==> config.mk <==
export PLATFORM = sky130hd
export DESIGN_NAME = windowed_jet_pseudocolor_fusion_flat
export DESIGN_NICKNAME = d
export VERILOG_FILES = /design/src/wjp_pkg.sv /design/src/wjp_if.sv /design/src/wjp_divider.sv /design/src/windowed_jet_pseudocolor_fusion.sv /design/src/flat_wrapper.sv
export SDC_FILE = /design/constraint.sdc
export NUM_CORES = 2
export LEC_CHECK = 0
export ABC_AREA = 1
export BUFFER_PORTS_ARGS = -buffer_cell sky130_fd_sc_hd__buf_4
export CAP_MARGIN = 40
export CORE_ASPECT_RATIO = 1.1
export CORE_MARGIN = 4
export CORE_UTILIZATION = 50
export DETAILED_ROUTE_END_ITERATION = 12
export GPL_TIMING_DRIVEN = 0
export PLACE_DENSITY = 0.66
export SYNTH_ARGS = -nofsm -noshare
export SYNTH_HDL_FRONTEND = slang
export SYNTH_SLANG_ARGS = --single-unit
==> constraint.sdc <==
create_clock -name clk -period 18.7 [get_ports clk]
set_clock_uncertainty 0.2 [all_clocks]
set_input_delay 0 -clock clk [delete_from_list [all_inputs] [get_ports clk]]
set_output_delay 0 -clock clk [all_outputs]
set_load 0.02 [all_outputs]
==> src/wjp_pkg.sv <==
`timescale 1ns / 1ps
// ----------------------------------------------------------------------------
// wjp_pkg
// Types, register indexes, sequencer states and the jet colour table.
// ----------------------------------------------------------------------------
package wjp_pkg;

  localparam int unsigned CfgIdxW = 2;
  localparam logic [CfgIdxW-1:0] CFG_WINDOW_HIGH   = 2'd0;
  localparam logic [CfgIdxW-1:0] CFG_WINDOW_LOW    = 2'd1;
  localparam logic [CfgIdxW-1:0] CFG_PHOTO_PRESENT = 2'd2;
  localparam int unsigned CfgDataW = 16;

  localparam logic OP_STATS = 1'b0;
  localparam logic OP_MAP   = 1'b1;

  // Divider operand widths: numerator is at most 16 bits times 255.
  localparam int unsigned NumW = 24;
  localparam int unsigned DenW = 16;

  typedef enum logic [2:0] {
    ST_IDLE,
    ST_SMIN,
    ST_SMAX,
    ST_SCALE,
    ST_DONE
  } state_t;

  typedef struct packed {
    logic            start;
    logic [NumW-1:0] num;
    logic [DenW-1:0] den;
  } div_req_t;

  typedef struct packed {
    logic            done;
    logic [NumW-1:0] quo;
  } div_rsp_t;

  typedef struct packed {
    logic [7:0] r;
    logic [7:0] g;
    logic [7:0] b;
  } rgb_t;

  function automatic logic [7:0] ramp(input logic [7:0] n_in);
    logic [7:0] n;
    n = (n_in > 8'd64) ? 8'd64 : n_in;
    return (n <= 8'd32) ? 8'(n << 2) : 8'((n << 2) - 8'd1);
  endfunction

  // Jet entry for index i (0..254).
  function automatic rgb_t jet(input logic [7:0] i_in);
    rgb_t c;
    logic [7:0] i;
    i = (i_in > 8'd254) ? 8'd254 : i_in;
    if (i < 8'd32) begin
      c = '{8'd0, 8'd0, ramp(8'(i + 8'd33))};
    end else if (i < 8'd96) begin
      c = '{8'd0, ramp(8'(i - 8'd31)), 8'd255};
    end else if (i < 8'd160) begin
      c = '{ramp(8'(i - 8'd95)), 8'd255, ramp(8'(8'd159 - i))};
    end else if (i < 8'd224) begin
      c = '{8'd255, ramp(8'(8'd223 - i)), 8'd0};
    end else begin
      c = '{ramp(8'(9'd287 - {1'b0, i})), 8'd0, 8'd0};
    end
    return c;
  endfunction

endpackage

==> src/wjp_if.sv <==
`timescale 1ns / 1ps
// ----------------------------------------------------------------------------
// wjp_in_if / wjp_out_if
// Valid/ready channels for pixel beats and result beats.
// ----------------------------------------------------------------------------
interface wjp_in_if;
  logic        valid;
  logic        ready;
  logic        operation;
  logic        first_of_frame;
  logic [15:0] lum_pixel;
  logic [7:0]  photo_gray;
  modport source (output valid, operation, first_of_frame, lum_pixel, photo_gray,
                  input ready);
  modport sink (input valid, operation, first_of_frame, lum_pixel, photo_gray,
                output ready);
endinterface

interface wjp_out_if;
  logic       valid;
  logic       ready;
  logic [7:0] slice_level;
  logic [7:0] pseudo_red;
  logic [7:0] pseudo_green;
  logic [7:0] pseudo_blue;
  logic [7:0] pseudo_alpha;
  logic [7:0] fused_red;
  logic [7:0] fused_green;
  logic [7:0] fused_blue;
  logic       range_error;
  modport source (output valid, slice_level, pseudo_red, pseudo_green, pseudo_blue,
                  pseudo_alpha, fused_red, fused_green, fused_blue, range_error,
                  input ready);
  modport sink (input valid, slice_level, pseudo_red, pseudo_green, pseudo_blue,
                pseudo_alpha, fused_red, fused_green, fused_blue, range_error,
                output ready);
endinterface

==> src/wjp_divider.sv <==
`timescale 1ns / 1ps
// ----------------------------------------------------------------------------
// wjp_divider
// Restoring radix-2 divider, one quotient bit per cycle, truncating.
// ----------------------------------------------------------------------------
module wjp_divider (
  input  logic              clk,
  input  logic              rst_n,
  input  wjp_pkg::div_req_t req,
  output wjp_pkg::div_rsp_t rsp
);

  localparam int unsigned NW = wjp_pkg::NumW;
  localparam int unsigned DW = wjp_pkg::DenW;
  localparam int unsigned CW = $clog2(NW + 1);

  logic [NW-1:0] quo_r, quo_nxt;
  logic [DW:0]   rem_r, rem_nxt;
  logic [DW-1:0] den_r, den_nxt;
  logic [CW-1:0] cnt_r, cnt_nxt;
  logic          busy_r, busy_nxt;
  logic          done_r, done_nxt;
  logic [DW:0]   trial;

  // One shift-and-subtract step per cycle.
  always_comb begin
    quo_nxt  = quo_r;
    rem_nxt  = rem_r;
    den_nxt  = den_r;
    cnt_nxt  = cnt_r;
    busy_nxt = busy_r;
    done_nxt = 1'b0;
    trial    = {rem_r[DW-1:0], quo_r[NW-1]};
    if (req.start) begin
      quo_nxt  = req.num;
      rem_nxt  = '0;
      den_nxt  = req.den;
      cnt_nxt  = CW'(NW);
      busy_nxt = 1'b1;
    end else if (busy_r) begin
      if (trial >= {1'b0, den_r}) begin
        rem_nxt = trial - {1'b0, den_r};
        quo_nxt = {quo_r[NW-2:0], 1'b1};
      end else begin
        rem_nxt = trial;
        quo_nxt = {quo_r[NW-2:0], 1'b0};
      end
      cnt_nxt = cnt_r - 1'b1;
      if (cnt_r == CW'(1)) begin
        busy_nxt = 1'b0;
        done_nxt = 1'b1;
      end
    end
  end

  always_ff @(posedge clk) begin
    if (!rst_n) begin
      busy_r <= 1'b0;
      done_r <= 1'b0;
      cnt_r  <= '0;
    end else begin
      busy_r <= busy_nxt;
      done_r <= done_nxt;
      cnt_r  <= cnt_nxt;
    end
    quo_r <= quo_nxt;
    rem_r <= rem_nxt;
    den_r <= den_nxt;
  end

  assign rsp.done = done_r;
  assign rsp.quo  = quo_r;

endmodule

==> src/windowed_jet_pseudocolor_fusion.sv <==
`timescale 1ns / 1ps
// ----------------------------------------------------------------------------
// windowed_jet_pseudocolor_fusion
// Window/level slicing of luminescence pixels, jet lookup and photo fusion.
// ----------------------------------------------------------------------------
// Channel | Direction | Content
// in      | sink      | operation, first_of_frame, lum_pixel, photo_gray
// out     | source    | slice, pseudo RGBA, fused RGB, range_error
// cfg     | write     | window_high, window_low, photo_present
//
// A statistics beat needs no division. A mapping beat takes up to three
// divisions on one shared radix-2 divider of 24 steps each; window errors
// and flat extrema skip divisions. The result sits in an output register;
// the next pixel is taken once it has gone. Reset is synchronous and clears
// the extrema to their reset values.
// ----------------------------------------------------------------------------
module windowed_jet_pseudocolor_fusion #(
  parameter int unsigned PIXEL_BITS = 16
) (
  input  logic                            clk,
  input  logic                            rst_n,
  wjp_in_if.sink                          in_ch,
  wjp_out_if.source                       out_ch,
  input  logic                            cfg_we,
  input  logic [wjp_pkg::CfgIdxW-1:0]     cfg_index,
  input  logic [wjp_pkg::CfgDataW-1:0]    cfg_data
);

  localparam int unsigned NW = wjp_pkg::NumW;
  localparam int unsigned DW = wjp_pkg::DenW;
  localparam logic [15:0] PixMask = 16'((32'd1 << PIXEL_BITS) - 32'd1);

  wjp_pkg::state_t state_r, state_nxt;

  logic [15:0] win_hi_r, win_lo_r;
  logic        photo_r;
  logic [15:0] fmin_r, fmax_r;

  logic        op_r, first_r;
  logic [15:0] v_r;
  logic [7:0]  gray_r;
  logic [15:0] hi_r, lo_r, cmin_r, cmax_r;
  logic [7:0]  smin_r, smax_r;
  logic        busy_r, busy_nxt;
  logic        oval_r;
  logic        div_pend_r;

  logic [7:0]  slice_r;
  logic        err_r;

  wjp_pkg::div_req_t div_req;
  wjp_pkg::div_rsp_t div_rsp;

  wjp_divider u_div (.clk(clk), .rst_n(rst_n), .req(div_req), .rsp(div_rsp));

  logic accept;
  assign in_ch.ready = !busy_r && !oval_r;
  assign accept      = in_ch.valid && in_ch.ready;

  // Configuration registers.
  always_ff @(posedge clk) begin
    if (!rst_n) begin
      win_hi_r <= '0;
      win_lo_r <= '0;
      photo_r  <= 1'b0;
    end else if (cfg_we) begin
      case (cfg_index)
        wjp_pkg::CFG_WINDOW_HIGH:   win_hi_r <= cfg_data;
        wjp_pkg::CFG_WINDOW_LOW:    win_lo_r <= cfg_data;
        wjp_pkg::CFG_PHOTO_PRESENT: photo_r  <= cfg_data[0];
        default: ;
      endcase
    end
  end

  // Window selection and clamped extrema, from registered inputs.
  logic [15:0] hi_c, lo_c, cmin_c, cmax_c;
  always_comb begin
    if (win_hi_r == '0 && win_lo_r == '0) begin
      hi_c = fmax_r;
      lo_c = fmin_r;
    end else begin
      hi_c = win_hi_r & PixMask;
      lo_c = win_lo_r & PixMask;
    end
    cmin_c = (fmin_r < lo_c) ? lo_c : ((fmin_r > hi_c) ? hi_c : fmin_r);
    cmax_c = (fmax_r < lo_c) ? lo_c : ((fmax_r > hi_c) ? hi_c : fmax_r);
  end

  // Quotient patched to smin/smax floors.
  logic [7:0] q8, smin_fix, smax_fix;
  assign q8       = div_rsp.quo[7:0];
  assign smin_fix = (q8 == 8'd0) ? 8'd1 : q8;
  assign smax_fix = (q8 < 8'd2) ? 8'd2 : q8;

  logic [15:0] vc;
  logic [15:0] vw;
  always_comb begin
    vw = (v_r < lo_r) ? lo_r : ((v_r > hi_r) ? hi_r : v_r);
    vc = (vw < cmin_r) ? cmin_r : ((vw > cmax_r) ? cmax_r : vw);
  end

  logic flat;
  assign flat = (cmin_r >= cmax_r) || (smax_fix < smin_r);

  logic [7:0] s_forced;
  function automatic logic [7:0] force_s(input logic [7:0] s, input logic [15:0] v,
                                         input logic [15:0] lo, input logic [15:0] hi);
    logic [7:0] t;
    t = s;
    if (v < lo) t = 8'd0;
    if (v > hi) t = 8'd255;
    return t;
  endfunction

  // Next state.
  always_comb begin
    state_nxt = state_r;
    case (state_r)
      wjp_pkg::ST_IDLE:  if (busy_r) begin
        if (op_r == wjp_pkg::OP_STATS) state_nxt = wjp_pkg::ST_IDLE;
        else if (hi_r <= lo_r)          state_nxt = wjp_pkg::ST_DONE;
        else                            state_nxt = wjp_pkg::ST_SMIN;
      end
      wjp_pkg::ST_SMIN:  if (div_rsp.done && !div_pend_r) state_nxt = wjp_pkg::ST_SMAX;
      wjp_pkg::ST_SMAX:  if (div_rsp.done && !div_pend_r) begin
        state_nxt = flat ? wjp_pkg::ST_DONE : wjp_pkg::ST_SCALE;
      end
      wjp_pkg::ST_SCALE: if (div_rsp.done && !div_pend_r) state_nxt = wjp_pkg::ST_DONE;
      wjp_pkg::ST_DONE:  state_nxt = wjp_pkg::ST_IDLE;
      default:           state_nxt = wjp_pkg::ST_IDLE;
    endcase
  end

  // Divider requests and busy flag.
  always_comb begin
    div_req.start = 1'b0;
    div_req.num   = '0;
    div_req.den   = hi_r - lo_r;
    busy_nxt      = busy_r;
    if (accept) busy_nxt = 1'b1;
    case (state_r)
      wjp_pkg::ST_IDLE: begin
        if (busy_r && op_r == wjp_pkg::OP_MAP && hi_r > lo_r) begin
          div_req.start = 1'b1;
          div_req.num   = NW'((cmin_r - lo_r) * 24'd255);
        end else if (busy_r && op_r == wjp_pkg::OP_STATS) begin
          busy_nxt = 1'b0;
        end
      end
      wjp_pkg::ST_SMIN: if (div_rsp.done && !div_pend_r) begin
        div_req.start = 1'b1;
        div_req.num   = NW'((cmax_r - lo_r) * 24'd255);
      end
      wjp_pkg::ST_SMAX: if (div_rsp.done && !div_pend_r && !flat) begin
        div_req.start = 1'b1;
        div_req.num   = NW'(24'(vc - cmin_r) * 24'(smax_fix - smin_r));
        div_req.den   = cmax_r - cmin_r;
      end
      wjp_pkg::ST_DONE: busy_nxt = 1'b0;
      default: ;
    endcase
  end

  always_ff @(posedge clk) begin
    if (!rst_n) begin
      state_r    <= wjp_pkg::ST_IDLE;
      busy_r     <= 1'b0;
      oval_r     <= 1'b0;
      div_pend_r <= 1'b0;
      fmin_r     <= PixMask;
      fmax_r     <= '0;
    end else begin
      state_r    <= state_nxt;
      busy_r     <= busy_nxt;
      div_pend_r <= div_req.start;
      if (state_r == wjp_pkg::ST_DONE) oval_r <= 1'b1;
      else if (out_ch.ready) oval_r <= 1'b0;
      // Statistics update in the cycle after the beat is taken.
      if (state_r == wjp_pkg::ST_IDLE && busy_r && op_r == wjp_pkg::OP_STATS) begin
        if (first_r) begin
          fmin_r <= v_r;
          fmax_r <= v_r;
        end else begin
          if (v_r < fmin_r) fmin_r <= v_r;
          if (v_r > fmax_r) fmax_r <= v_r;
        end
      end
    end
  end

  // Datapath registers.
  always_ff @(posedge clk) begin
    if (accept) begin
      op_r    <= in_ch.operation;
      first_r <= in_ch.first_of_frame;
      v_r     <= in_ch.lum_pixel & PixMask;
      gray_r  <= in_ch.photo_gray;
      hi_r    <= hi_c;
      lo_r    <= lo_c;
      cmin_r  <= cmin_c;
      cmax_r  <= cmax_c;
    end
    if (state_r == wjp_pkg::ST_SMIN && div_rsp.done && !div_pend_r) smin_r <= smin_fix;
    if (state_r == wjp_pkg::ST_SMAX && div_rsp.done && !div_pend_r) begin
      smax_r  <= smax_fix;
      slice_r <= force_s(smin_r, v_r, lo_r, hi_r);
    end
    if (state_r == wjp_pkg::ST_SCALE && div_rsp.done && !div_pend_r) begin
      slice_r <= force_s(8'(smin_r + q8), v_r, lo_r, hi_r);
    end
    if (state_r == wjp_pkg::ST_IDLE && busy_r && hi_r <= lo_r) begin
      slice_r <= (v_r > hi_r) ? 8'd255 : 8'd0;
    end
    if (state_r == wjp_pkg::ST_IDLE && busy_r) err_r <= (hi_r <= lo_r);
  end

  // Colour lookup on the final slice level.
  wjp_pkg::rgb_t c_s;
  assign c_s = wjp_pkg::jet((slice_r != 8'd0) ? 8'(slice_r - 8'd1) : 8'd0);
  assign s_forced = slice_r;

  logic fuse;
  assign fuse = (s_forced == 8'd0) && photo_r;

  // Output register.
  always_ff @(posedge clk) begin
    if (state_r == wjp_pkg::ST_DONE) begin
      out_ch.slice_level  <= s_forced;
      out_ch.pseudo_red   <= c_s.r;
      out_ch.pseudo_green <= c_s.g;
      out_ch.pseudo_blue  <= c_s.b;
      out_ch.pseudo_alpha <= (s_forced != 8'd0) ? 8'd255 : 8'd0;
      out_ch.fused_red    <= fuse ? gray_r : c_s.r;
      out_ch.fused_green  <= fuse ? gray_r : c_s.g;
      out_ch.fused_blue   <= fuse ? gray_r : c_s.b;
      out_ch.range_error  <= err_r;
    end
  end
  assign out_ch.valid = oval_r;

  logic unused;
  assign unused = ^smax_r ^ ^div_rsp.quo[NW-1:8] ^ DW[0];

endmodule

==> src/flat_wrapper.sv <==
// flat-port wrapper written by rule: the top's interface ports become plain ports
module windowed_jet_pseudocolor_fusion_flat 
#(
  parameter int unsigned PIXEL_BITS = 16
)
  (clk, rst_n, cfg_we, cfg_index, cfg_data, in_ch_valid, in_ch_operation, in_ch_first_of_frame, in_ch_lum_pixel, in_ch_photo_gray, in_ch_ready, out_ch_valid, out_ch_slice_level, out_ch_pseudo_red, out_ch_pseudo_green, out_ch_pseudo_blue, out_ch_pseudo_alpha, out_ch_fused_red, out_ch_fused_green, out_ch_fused_blue, out_ch_range_error, out_ch_ready);
  wjp_in_if in_ch_i ();
  wjp_out_if out_ch_i ();
  input  logic clk;
  input  logic rst_n;
  input  logic cfg_we;
  input  logic [wjp_pkg::CfgIdxW-1:0] cfg_index;
  input  logic [wjp_pkg::CfgDataW-1:0] cfg_data;
  input wire logic [$bits(in_ch_i.valid)-1:0] in_ch_valid;
  input wire logic [$bits(in_ch_i.operation)-1:0] in_ch_operation;
  input wire logic [$bits(in_ch_i.first_of_frame)-1:0] in_ch_first_of_frame;
  input wire logic [$bits(in_ch_i.lum_pixel)-1:0] in_ch_lum_pixel;
  input wire logic [$bits(in_ch_i.photo_gray)-1:0] in_ch_photo_gray;
  output wire logic [$bits(in_ch_i.ready)-1:0] in_ch_ready;
  output wire logic [$bits(out_ch_i.valid)-1:0] out_ch_valid;
  output wire logic [$bits(out_ch_i.slice_level)-1:0] out_ch_slice_level;
  output wire logic [$bits(out_ch_i.pseudo_red)-1:0] out_ch_pseudo_red;
  output wire logic [$bits(out_ch_i.pseudo_green)-1:0] out_ch_pseudo_green;
  output wire logic [$bits(out_ch_i.pseudo_blue)-1:0] out_ch_pseudo_blue;
  output wire logic [$bits(out_ch_i.pseudo_alpha)-1:0] out_ch_pseudo_alpha;
  output wire logic [$bits(out_ch_i.fused_red)-1:0] out_ch_fused_red;
  output wire logic [$bits(out_ch_i.fused_green)-1:0] out_ch_fused_green;
  output wire logic [$bits(out_ch_i.fused_blue)-1:0] out_ch_fused_blue;
  output wire logic [$bits(out_ch_i.range_error)-1:0] out_ch_range_error;
  input wire logic [$bits(out_ch_i.ready)-1:0] out_ch_ready;
  assign in_ch_i.valid = in_ch_valid;
  assign in_ch_i.operation = in_ch_operation;
  assign in_ch_i.first_of_frame = in_ch_first_of_frame;
  assign in_ch_i.lum_pixel = in_ch_lum_pixel;
  assign in_ch_i.photo_gray = in_ch_photo_gray;
  assign in_ch_ready = in_ch_i.ready;
  assign out_ch_valid = out_ch_i.valid;
  assign out_ch_slice_level = out_ch_i.slice_level;
  assign out_ch_pseudo_red = out_ch_i.pseudo_red;
  assign out_ch_pseudo_green = out_ch_i.pseudo_green;
  assign out_ch_pseudo_blue = out_ch_i.pseudo_blue;
  assign out_ch_pseudo_alpha = out_ch_i.pseudo_alpha;
  assign out_ch_fused_red = out_ch_i.fused_red;
  assign out_ch_fused_green = out_ch_i.fused_green;
  assign out_ch_fused_blue = out_ch_i.fused_blue;
  assign out_ch_range_error = out_ch_i.range_error;
  assign out_ch_i.ready = out_ch_ready;
  windowed_jet_pseudocolor_fusion #(.PIXEL_BITS(PIXEL_BITS)) u_core (.clk(clk), .rst_n(rst_n), .in_ch(in_ch_i), .out_ch(out_ch_i), .cfg_we(cfg_we), .cfg_index(cfg_index), .cfg_data(cfg_data));
endmodule
==> results.yml <==
status:
  status: "finished clean"
clock_network:
  post-cts-setup-buffer-count: 0
  ctsLongestPathBuffers: 3
  path_clk_slew_ns: 0.06
  cts_resized: 0
  cts_tree: "yes"
  ctsHtreeMaxLevel: 2
  clock-sinks: 296
  cts_buffers: 37
  cts_root_buffer: "clkbuf_16"
  clk_latency_ns: 0.59
timing:
  max_freq_ghz: 0.0683
  finalHoldViolations: 0
  finalCriticalPeriod_ns: 14.65
  maxSlewHeadroom_pct: 38.8
  finalCritPeriodShare_pct: 78.3
  worst_slack_ns: 4.05
  max_slew.worst_pin.slew_ns: 0.917
  fin_tns_setup_ns: 0
  rsz0062_at_grt: "false"
  final_max_slew_viol_count: 0
  setup_viol: 0
final_layout:
  final_nets: 5659
  area_growth_pct: 12.3
  drive_gt1_share_pct: 6.36
  fill_cells: 6761
  num_antenna_cells: 0
yosys:
  synth_edf_count: 202
  ys_async_sr_fraction_pct: 0
  synth_nets: 5393
  synth-seq-cells: 296
  netlist_instances: 4562
  yosys_warnings: 0
  ys_seq_area_share_pct: 21.7
  ys_types: 69
  syn-mean-instance-area_um2: 8.04
  synth_flop_cell: "edfxtp_1"
  syn-cell-area_um2: 36700
run:
  maxCapViolations: 0
critical_path:
  critPathLaunchType: "flop"
  cpPeakStageDelay_ns: 0.65
  cp-end-kind: "flop"
  slowest_stage: "a21oi_1"
  crit_arrival_ns: 14.70
  cp_common_cell: "nand2_1"
  r2r_slack_ns: 4.05
  required_ns: 18.75
  path_max_fanout: 10
  crit_type: "reg -> reg"
placed_design:
  gp_congestion: 0.989
  io_buffer_count: 115
  hpwl_um: 91900
  dp_slack_ns: 4.44
global_route:
  grt_max_degree: 68
  track_usage_pct: 28.5
  grt_antenna_before_repair: 1
  grt_pass1_wl_um: 174000
  grt_pass1_vias: 31800
  overflow: 0
route:
  wl_um: 110000
  drtIter0Drc: 1918
  wl_per_cell_um: 19.0
  vias: 31500
  drc: 0
  viasPerCell: 5.43
  ant_nets: 0
  drt_first_pass_iters: 6
die:
  fp.dieW_um: 266
  die_y_um: 292
  start_util_pct: 50.7
  num_io_pins: 116
  fp-row-count: 103
  core_area_um2: 72300
  die_area_um2: 77700
worst_hold_path:
  min_path_type: "in -> reg"
[stage by stage]
stage | hold slack [ns] | instance area [um2] | util [%] | std cells
global placement | -0.0213 | 38700 | 53.6 | 5622
global route | 0.0807 | 41200 | 57.0 | 5802
CTS | 0.0230 | 41200 | 57.0 | 5802
finish | 0.0552 | 41200 | 57.0 | 5802
floorplan | -0.101 | 36700 | - | 4562
detailed placement | -0.0205 | 38900 | 53.8 | 5632
[metal layers]
metal  vias to the layer above  GRT usage, %  wire length, um
met1                     14900          33.9            43200
met2                       965          50.6            54200
met4                         0          15.1             7210
met5                         -             0                0
met3                       301          3.21             5570
li1                      15300             -                -
[layout by cell type (no fill, tap or decap), types with 11 or more instances in the layout]
cell / Yosys / routed
nor2_1: 295 / 294
o211ai_1: 52 / 52
clkbuf_16: 0 / 38
dfxtp_1: 94 / 94
nor4_1: 15 / 15
o21bai_1: 19 / 19
nand3_1: 139 / 139
fa_1: 354 / 354
a31oi_1: 21 / 21
inv_2: 14 / 14
edfxtp_1: 202 / 202
nand2_1: 840 / 840
buf_4: 12 / 131
nand4_1: 48 / 48
clkbuf_1: 79 / 87
xor2_1: 87 / 87
nand3b_1: 12 / 12
o21ai_0: 321 / 321
a21oi_1: 332 / 332
or2_2: 12 / 12
xnor2_1: 53 / 53
dlygate4sd3_1: 0 / 102
nor3_1: 41 / 41
inv_1: 900 / 899
a211oi_1: 11 / 11
nand2_2: 19 / 19
ha_1: 428 / 428
[state kept, by name, summed over array words and instances (netlist names), 8 cells and up]
name / count
u_core.smin_r: 8
u_core.fmax_r: 16
u_core.v_r: 16
u_core.u_div.den_r: 16
u_core.fmin_r: 16
u_core.lo_r: 16
u_core.s_forced: 8
u_core.out_ch.fused_blue: 8
u_core.cmin_r: 16
u_core.hi_r: 16
u_core.win_hi_r: 16
u_core.gray_r: 8
u_core.out_ch.slice_level: 8
u_core.win_lo_r: 16
u_core.cmax_r: 16
u_core.out_ch.fused_red: 8
u_core.u_div.quo_r: 24
u_core.u_div.rem_r: 16
u_core.out_ch.fused_green: 8
[final timing paths]
check             cells past startpoint                               start                                  to
setup / recovery                     62             u_core.v_r[3]$_DFFE_PP_    u_core.u_div.quo_r[22]$_DFFE_PP_
hold reg to reg                       2  u_core.u_div.rem_r[9]$_SDFFE_PP0P_  u_core.u_div.rem_r[9]$_SDFFE_PP0P_
hold / removal                        4                        cfg_data[11]    u_core.win_lo_r[11]$_SDFFE_PN0P_
setup reg to reg                     62             u_core.v_r[3]$_DFFE_PP_    u_core.u_div.quo_r[22]$_DFFE_PP_
[logic make-up after synthesis]
family / synth area share, %
simple gates: 17.3
buf+inv: 10.7
compound gates: 12.9
fa+ha+maj: 33.9
flops: 21.7
xor+xnor: 3.46
mux: 0.0819
[Yosys cell counts, types with 6 or more instances]
library cell  number  area share, %
buf_2              8           0.11
nand2_4           10           0.31
nor2_2             8           0.14
nand4_1           48           0.82
nor2_1           295            3.0
xor2_1            87            2.1
clkbuf_1          79           0.81
a21oi_1          332            4.5
o211ai_1          52            1.1
nand3_4            7           0.33
nand3b_1          12           0.25
a31oi_1           21           0.36
nand3_1          139            1.9
edfxtp_1         202             17
or2_2             12           0.20
buf_4             12           0.25
nand2_1          840            8.6
ha_1             428             15
dfxtp_1           94            5.1
inv_2             14           0.14
a21boi_0           6           0.12
nand2_2           19           0.32
o21ai_0          321            4.4
nor4_1            15           0.26
nor3_1            41           0.56
o2111ai_1          6           0.14
fa_1             354             19
o21bai_1          19           0.39
inv_1            900            9.2
a221oi_1           7           0.17
a21o_1            10           0.20
o221ai_1          10           0.24
o31ai_1            8           0.16
xnor2_1           53            1.3
o21ai_1           10           0.14
a211oi_1          11           0.23
and2_1             6           0.10
[worst max-delay path: cells and delay by family, from the launching register on]
kind	cells	cell delay [ns]
AO/OA/AOI/OAI	22	4.31
buffers and inverters	8	1.55
flip-flops	1	0.60
AND/OR/NAND/NOR	20	2.47
adder cells (fa/ha/maj)	12	5.17
[cell type report]
cell class / count / area [um2] / area share [%]
inverters: 921 / 3470 / 8.42
multi-input cells: 3240 / 24800 / 60.2
well taps: 945 / 1180 / 2.87
plain buffers: 105 / 468 / 1.14
repair buffers: 227 / 2010 / 4.89
flip-flops and latches: 296 / 7950 / 19.3
clock inverters: 18 / 264 / 0.641
clock buffers: 50 / 1030 / 2.49
[what timing repair did]
| item | CTS | global route |
|---|---|---|
| hold buffers | 102 | 0 |
| hold endpoints to repair | 106 | 0 |
| endpoints found under the setup margin | 0 | 0 |
Power is left out: the tool's default activity adds up to more than one toggle a clock period on the data nets, which glitch-free logic cannot reach.
